--- src/rtl/wss_pkg.sv ---
`default_nettype none
package wss_pkg;

  localparam int DEPTH     = 1024;
  localparam int WORD_BITS = 64;
  localparam int IDX_BITS  = 10;
  localparam int ADDR_BITS = $clog2(DEPTH);
  localparam int CNT_BITS  = $clog2(DEPTH + 1);
  localparam int CMP_BITS  = (CNT_BITS > IDX_BITS) ? CNT_BITS : IDX_BITS;

  typedef enum logic [2:0] {
    ACT_PUSH  = 3'd0,
    ACT_POP   = 3'd1,
    ACT_PEEK  = 3'd2,
    ACT_READ  = 3'd3,
    ACT_WRITE = 3'd4,
    ACT_FIND  = 3'd5,
    ACT_CLEAR = 3'd6
  } act_t;

  typedef enum logic [1:0] {
    ST_OK     = 2'd0,
    ST_FULL   = 2'd1,
    ST_EMPTY  = 2'd2,
    ST_BADIDX = 2'd3
  } status_t;

  typedef enum logic [2:0] {
    S_IDLE,
    S_DECODE,
    S_RDATA,
    S_SCAN,
    S_RESULT
  } state_t;

  typedef enum logic [2:0] {
    RD_NONE,
    RD_TOP,
    RD_INDEX,
    RD_FIRST,
    RD_NEXT
  } rd_sel_t;

  typedef enum logic [1:0] {
    WR_NONE,
    WR_PUSH,
    WR_INDEX
  } wr_sel_t;

  typedef enum logic [1:0] {
    CNT_HOLD,
    CNT_INC,
    CNT_DEC,
    CNT_ZERO
  } cnt_op_t;

  typedef struct packed {
    logic    load_req;
    logic    clear_result;
    rd_sel_t rd_sel;
    wr_sel_t wr_sel;
    cnt_op_t cnt_op;
    logic    take_rdata;
    logic    take_found;
    logic    load_out;
  } cmd_t;

  typedef struct packed {
    act_t    action;
    status_t err;
    logic    count_zero;
    logic    match;
    logic    scan_last;
    logic    out_free;
  } stat_t;

endpackage
`default_nettype wire

--- src/rtl/wss_ctrl.sv ---
`default_nettype none
module wss_ctrl (
  input  logic           clk,
  input  logic           rst,
  input  logic           in_valid,
  output logic           in_ready,
  input  wss_pkg::stat_t stat,
  output wss_pkg::cmd_t  cmd
);
  import wss_pkg::*;

  state_t state;
  state_t state_next;

  always_ff @(posedge clk) begin
    if (rst) begin
      state <= S_IDLE;
    end else begin
      state <= state_next;
    end
  end

  always_comb begin
    state_next       = state;
    in_ready         = 1'b0;
    cmd              = '0;
    cmd.rd_sel       = RD_NONE;
    cmd.wr_sel       = WR_NONE;
    cmd.cnt_op       = CNT_HOLD;
    case (state)
      S_IDLE: begin
        in_ready     = 1'b1;
        cmd.load_req = in_valid;
        if (in_valid) begin
          state_next = S_DECODE;
        end
      end
      S_DECODE: begin
        cmd.clear_result = 1'b1;
        state_next       = S_RESULT;
        if (stat.err == ST_OK) begin
          case (stat.action)
            ACT_PUSH: begin
              cmd.wr_sel = WR_PUSH;
              cmd.cnt_op = CNT_INC;
            end
            ACT_POP: begin
              cmd.rd_sel = RD_TOP;
              cmd.cnt_op = CNT_DEC;
              state_next = S_RDATA;
            end
            ACT_PEEK: begin
              cmd.rd_sel = RD_TOP;
              state_next = S_RDATA;
            end
            ACT_READ: begin
              cmd.rd_sel = RD_INDEX;
              state_next = S_RDATA;
            end
            ACT_WRITE: begin
              cmd.wr_sel = WR_INDEX;
            end
            ACT_FIND: begin
              if (!stat.count_zero) begin
                cmd.rd_sel = RD_FIRST;
                state_next = S_SCAN;
              end
            end
            ACT_CLEAR: begin
              cmd.cnt_op = CNT_ZERO;
            end
            default: begin
              state_next = S_RESULT;
            end
          endcase
        end
      end
      S_RDATA: begin
        cmd.take_rdata = 1'b1;
        state_next     = S_RESULT;
      end
      S_SCAN: begin
        if (stat.match) begin
          cmd.take_found = 1'b1;
          state_next     = S_RESULT;
        end else if (stat.scan_last) begin
          state_next = S_RESULT;
        end else begin
          cmd.rd_sel = RD_NEXT;
        end
      end
      S_RESULT: begin
        if (stat.out_free) begin
          cmd.load_out = 1'b1;
          state_next   = S_IDLE;
        end
      end
      default: begin
        state_next = S_IDLE;
      end
    endcase
  end

endmodule
`default_nettype wire

--- config.mk ---
export PLATFORM = sky130hd
export DESIGN_NAME = wss_ctrl
export DESIGN_NICKNAME = d
export VERILOG_FILES = /design/src/rtl/wss_pkg.sv /design/src/rtl/wss_ctrl.sv
export SDC_FILE = /design/constraint.sdc
export NUM_CORES = 1
export LEC_CHECK = 0
export ABC_AREA = 1
export BUFFER_PORTS_ARGS = -buffer_cell sky130_fd_sc_hd__buf_2
export CAP_MARGIN = 10
export CORE_AREA = 2 2 39 41
export DETAILED_ROUTE_END_ITERATION = 12
export DIE_AREA = 0 0 41 43
export HOLD_SLACK_MARGIN = 0.06
export MAX_ROUTING_LAYER = met4
export SYNTH_ARGS = -nofsm -noshare
export SYNTH_HDL_FRONTEND = slang
export SYNTH_SLANG_ARGS = --single-unit
export TNS_END_PERCENT = 20
--- constraint.sdc ---
create_clock -name clk -period 1.1 [get_ports clk]
set_input_delay 0.11 -clock clk [delete_from_list [all_inputs] [get_ports clk]]
set_output_delay 0.11 -clock clk [all_outputs]
set_load 0.01 [all_outputs]
==> Word level (Yosys, flattened, before mapping) <==
Index checks and enable logic that the tools add are counted.
{ "word_totals": {"output_inout_bits": 13, "wordCells": 45, "register_bits": 3} }
{ "op_classes": {"mux": 25, "n_reduce_logical": 6, "eq_ne": 13} }
{ "op_table": {"columns": ["operator", "n"], "rows": [
  ["2-to-1 mux 3 bit", 8],
  ["one-hot mux 3 bit (5 select lines)", 1],
  ["equality test 3 x 2 -> 1 bit (second input constant)", 4],
  ["equality test 3 bit (second input constant)", 4],
  ["one-hot mux 2 bit (3 select lines)", 2],
  ["one-hot mux 3 bit (2 select lines)", 2],
  ["2-to-1 mux 1 bit", 8],
  ["equality test 3 x 1 -> 1 bit (second input constant)", 2],
  ["zero test 3 bit", 2],
  ["2-to-1 mux 6 bit", 1],
  ["2-to-1 mux 4 bit", 1],
  ["inequality test 2 bit (second input constant)", 2],
  ["one-hot mux 2 bit (2 select lines)", 1],
  ["inequality test 3 bit (second input constant)", 1],
  ["AND reduction 3 bit", 1],
  ["OR reduction 3 bit", 1],
  ["zero test 2 bit", 1],
  ["2-to-1 mux 2 bit", 1],
  ["OR reduction 2 bit", 1]
]} }

==> Longest topological paths before layout <==
{ "depth": {"word_depth": 5, "depth_mapped": 9, "ltp_nobuf": 9} }

==> Worst setup path after synthesis <==
Ideal clock, no wire load.
{ "synth_path": {"path_kind": "register to output", "start": "register state[2]", "end": "output port cmd[7] (netlist bit)", "arrival_time_ns": 0.950, "n_path_buf": 0, "path_slack_ns": 0.040, "stages_incl_launch_ff": 6, "cell_sequence": "dfxtp_1 inv_2 nand3_2 inv_1 nand3_1 a21oi_1"} }
{ "synth_rtl": {"columns": ["item", "line", "text"], "rows": [
  ["start: declaration", "wss_ctrl.sv:12", "state_t state;"],
  ["start signal: assignment", "wss_ctrl.sv:19", "state <= state_next;"],
  ["end: declaration", "wss_ctrl.sv:8", "output wss_pkg::cmd_t cmd"]
]} }

==> impl_metrics.csv <==
group,metric,value,unit
floorplanning,start_util,25.5,%
worst_setup_path,cp_num_buf_inv,2,
cells_and_area,largest_register_ffs,3,
floorplanning,io_pins,25,
detailed_routing,first_iter_violations,3,
sta,hold_viol,0,
sta,worstMarginPinSlew,0.207,ns
worst_setup_path,reg2reg_setup_slack,0.02,ns
detailed_routing,wl,915,µm
floorplanning,die-area,0.00176,mm²
pwr,power_frac_seq,22.0,%
outcome,status,"finished with violations",
worst_setup_path,timing.rr.end,"state[0]$_SDFFE_PP0P_",
synth,synth.area.top_cells,"dfxtp_1 (17%), nand2_1 (14%), nor2_2 (12%)",
global_routing,gr-total-overflow,0,
synth,synth_seq_cells,3,
synth,yosysTopAreaCell,"dfxtp_1",
cells_and_area,fillCellCount,132,
worst_setup_path,critPathLaunch,"state[1]$_SDFFE_PP0P_",
cells_and_area,design_area,653,µm²
pwr,cell_internal_pwr,0.413,mW
global_routing,antenna_found_initial,0,
worst_setup_path,cp_slowest_cell,"dfxtp_4",
cts,htree_levels,1,
cells_and_area,syn_to_final_growth,85.1,%
cts,clock-sinks,3,
cells_and_area,fin_nets,113,
detailed_routing,num_vias,492,
worst_setup_path,max_stage_delay,0.36,ns
pwr,vdd_drop_max,0.309,mV
worst_setup_path,required,0.99,ns
synth,syn_area_per_cell,5.51,µm²
floorplanning,num_rows,14,
hold_path,min_path_type,"in2reg",
pwr,power.share.switching,37.5,%
global_routing,track_usage,11.9,%
run,maxCapViolCount,0,
cts,clock_path_buffers,2,
synth,synth.yosys.seq_area_share,17.0,%
sta,setup_viol,13,
global_routing,grt_max_degree,7,
sta,clock_skew,0.00563,ns
global_routing,first_global_vias,409,
global_routing,grt_pass1_wl,1440,µm
sta,slew_viol_final,0,
worst_setup_path,crit-reg2reg-launch,"state[2]$_SDFFE_PP0P_",
floorplanning,die_y,43,µm
placement,place.gp.congestion,0.721,
placement,place_area,515,µm²
floorplanning,core_area,0.00138,mm²
sta,min_period,1.27,ns
cts,cts-root-buf,"clkbuf_4",
detailed_routing,wl_per_cell,7.89,µm
placement,dp_hpwl,712,µm
worst_setup_path,worstPathMaxFanout,4,
detailed_routing,drt_pass1_iterations,4,
cells_and_area,reg_top3,"state x3",
worst_setup_path,cpLargestDelayFamily,"flip-flops",
cells_and_area,regMostFlops,"state",
cts,cts_tree,"done",
placement,place_ws,-0.0221,ns
synth,synthDistinctLibCells,16,
sta,fmax,0.788,GHz
worst_setup_path,path_cells,"inv_4 -> nand3_4 -> nor2_4 -> nand2_2 -> a21oi_2 -> buf_2",
worst_setup_path,crit_cells,6,
pwr,switchingPower,0.248,mW
outcome,violations,"setup timing",
cells_and_area,diodes,0,
worst_setup_path,rr_worst_depth,7,
worst_setup_path,critical_path_class,"reg2out",
sta,slew_headroom,86.1,%
cells_and_area,final_cell_mix,"buf_2 (23), nand2_1 (11), inv_1 (8), nor2_1 (8)",
pwr,p_per_area,1010,mW/mm²
detailed_routing,drcViolationCount,0,
sta,rsz0062_at_grt,"true",
pwr,clkPwrFrac,29.9,%
sta,fin_crit_sh,115,%
sta,setup_ws,-0.168,ns
cts,clk_pin_slew_worst_paths,0.04,ns
floorplanning,die_x,41,µm
synth,yosysTopAreaCellShare,17.0,%
placement,port_buffers,24,
cells_and_area,mostFrequentLayoutCell,"buf_2",
detailed_routing,ant_nets,0,
synth,syn_inst,64,
detailed_routing,avgViaCountPerCell,4.24,
synth,syn-cell-area,353,µm²
pwr,leakage,0.352,nW
cts,cts_buffers,3,
synth,yosysWarnings,0,
pwr,p_total,0.661,mW
worst_setup_path,crit_end,"cmd[3]",
synth,synth_fp_nets,76,
worst_setup_path,cp.arrival,1.16,ns
cts,clk_latency,0.24,ns
cells_and_area,layout-drive-gt1-share,66.0,%
worst_setup_path,cp-end-kind,"output port",
worst_setup_path,worstSetupStartpointType,"register",
pwr,power_frac_comb,48.1,%
-- repair_timing --
item / 4_1_cts / 5_1_grt
gates resized for setup: 10 / 13
pin swaps: 1 / 1
endpoints found under the hold margin: 2 / 0
setup buffers: 3 / 1
setup endpoints to repair: 13 / 15
hold buffers: 1 / 0
-- logic make-up (layout without fill, tap and decap cells) --
| group | after synthesis | after routing | synth area share [%] |
|---|---|---|---|
| compound gates | 7 | 7 | 11.3 |
| buf+inv | 15 | 51 | 16.0 |
| simple gates | 39 | 39 | 55.7 |
| flops | 3 | 3 | 17.0 |
-- power by group through the flow --
stage               Combinational, mW  Sequential, mW  Clock, mW
floorplan                       0.155           0.140          0
global placement                0.247           0.143          0
detailed placement              0.248           0.142          0
CTS                             0.298           0.144      0.205
global route                    0.356           0.148      0.214
finish                          0.318           0.145      0.198
-- tightest hold or removal path, cell delays in order --
cell and delay [ns]:
buf_2 0.08, nor2_1 0.04, nand2_2 0.11, a21oi_2 0.06
-- worst min-delay path by stage --
stage                     startpoint                    end  slack (ns)  cells past startpoint
after floorplan                  rst  state[0]$_SDFFE_PP0P_        0.17                      1
after global placement           rst  state[0]$_SDFFE_PP0P_        0.30                      2
after detailed placement         rst  state[0]$_SDFFE_PP0P_        0.31                      2
after CTS                    stat[1]  state[0]$_SDFFE_PP0P_        0.19                      4
after global routing         stat[1]  state[0]$_SDFFE_PP0P_        0.22                      4
final                        stat[1]  state[1]$_SDFFE_PP0P_        0.19                      4
-- final cells by class --
type | count | area, µm² | share of cell area (%)
inverter | 15 | 61.3 | 9.39
multi-input combinational | 46 | 288 | 44.1
sequential | 3 | 68.8 | 10.5
tap | 16 | 20.0 | 3.07
timing repair buffer | 32 | 189 | 28.9
clock buffer | 4 | 26.3 | 4.02
-- through the flow --
step,TNS [ns],instances,hold slack (ns),utilization [%]
after floorplan,0,64,0.172,-
after global placement,0,107,0.303,37.3
after detailed placement,-0.0221,107,0.307,37.3
after CTS,-1.63,115,0.191,43.8
after global routing,-2.38,116,0.224,47.2
final,-1.47,116,0.193,47.2
-- cell usage after synthesis --
cell      instances
clkinv_1          1
nand2_1          13
nor2_1            9
a21oi_1           3
a31oi_1           1
dfxtp_1           3
inv_1            11
o21ai_0           2
nand3_1           1
a21oi_2           1
nor2_2            7
nand2_2           2
nor3b_1           1
nor3_1            3
nand3_2           3
inv_2             3
-- metal layers --
layer  vias up  part of all wire, %  global-route usage [%]
met5         -                    0                       -
met4         0                  1.5                    8.00
met3         2                  8.4                    1.57
met2        23                   47                    18.4
met1       194                   43                    13.4
li1        273                    -                       -
Note: power is estimated with default switching activity, not from simulation.
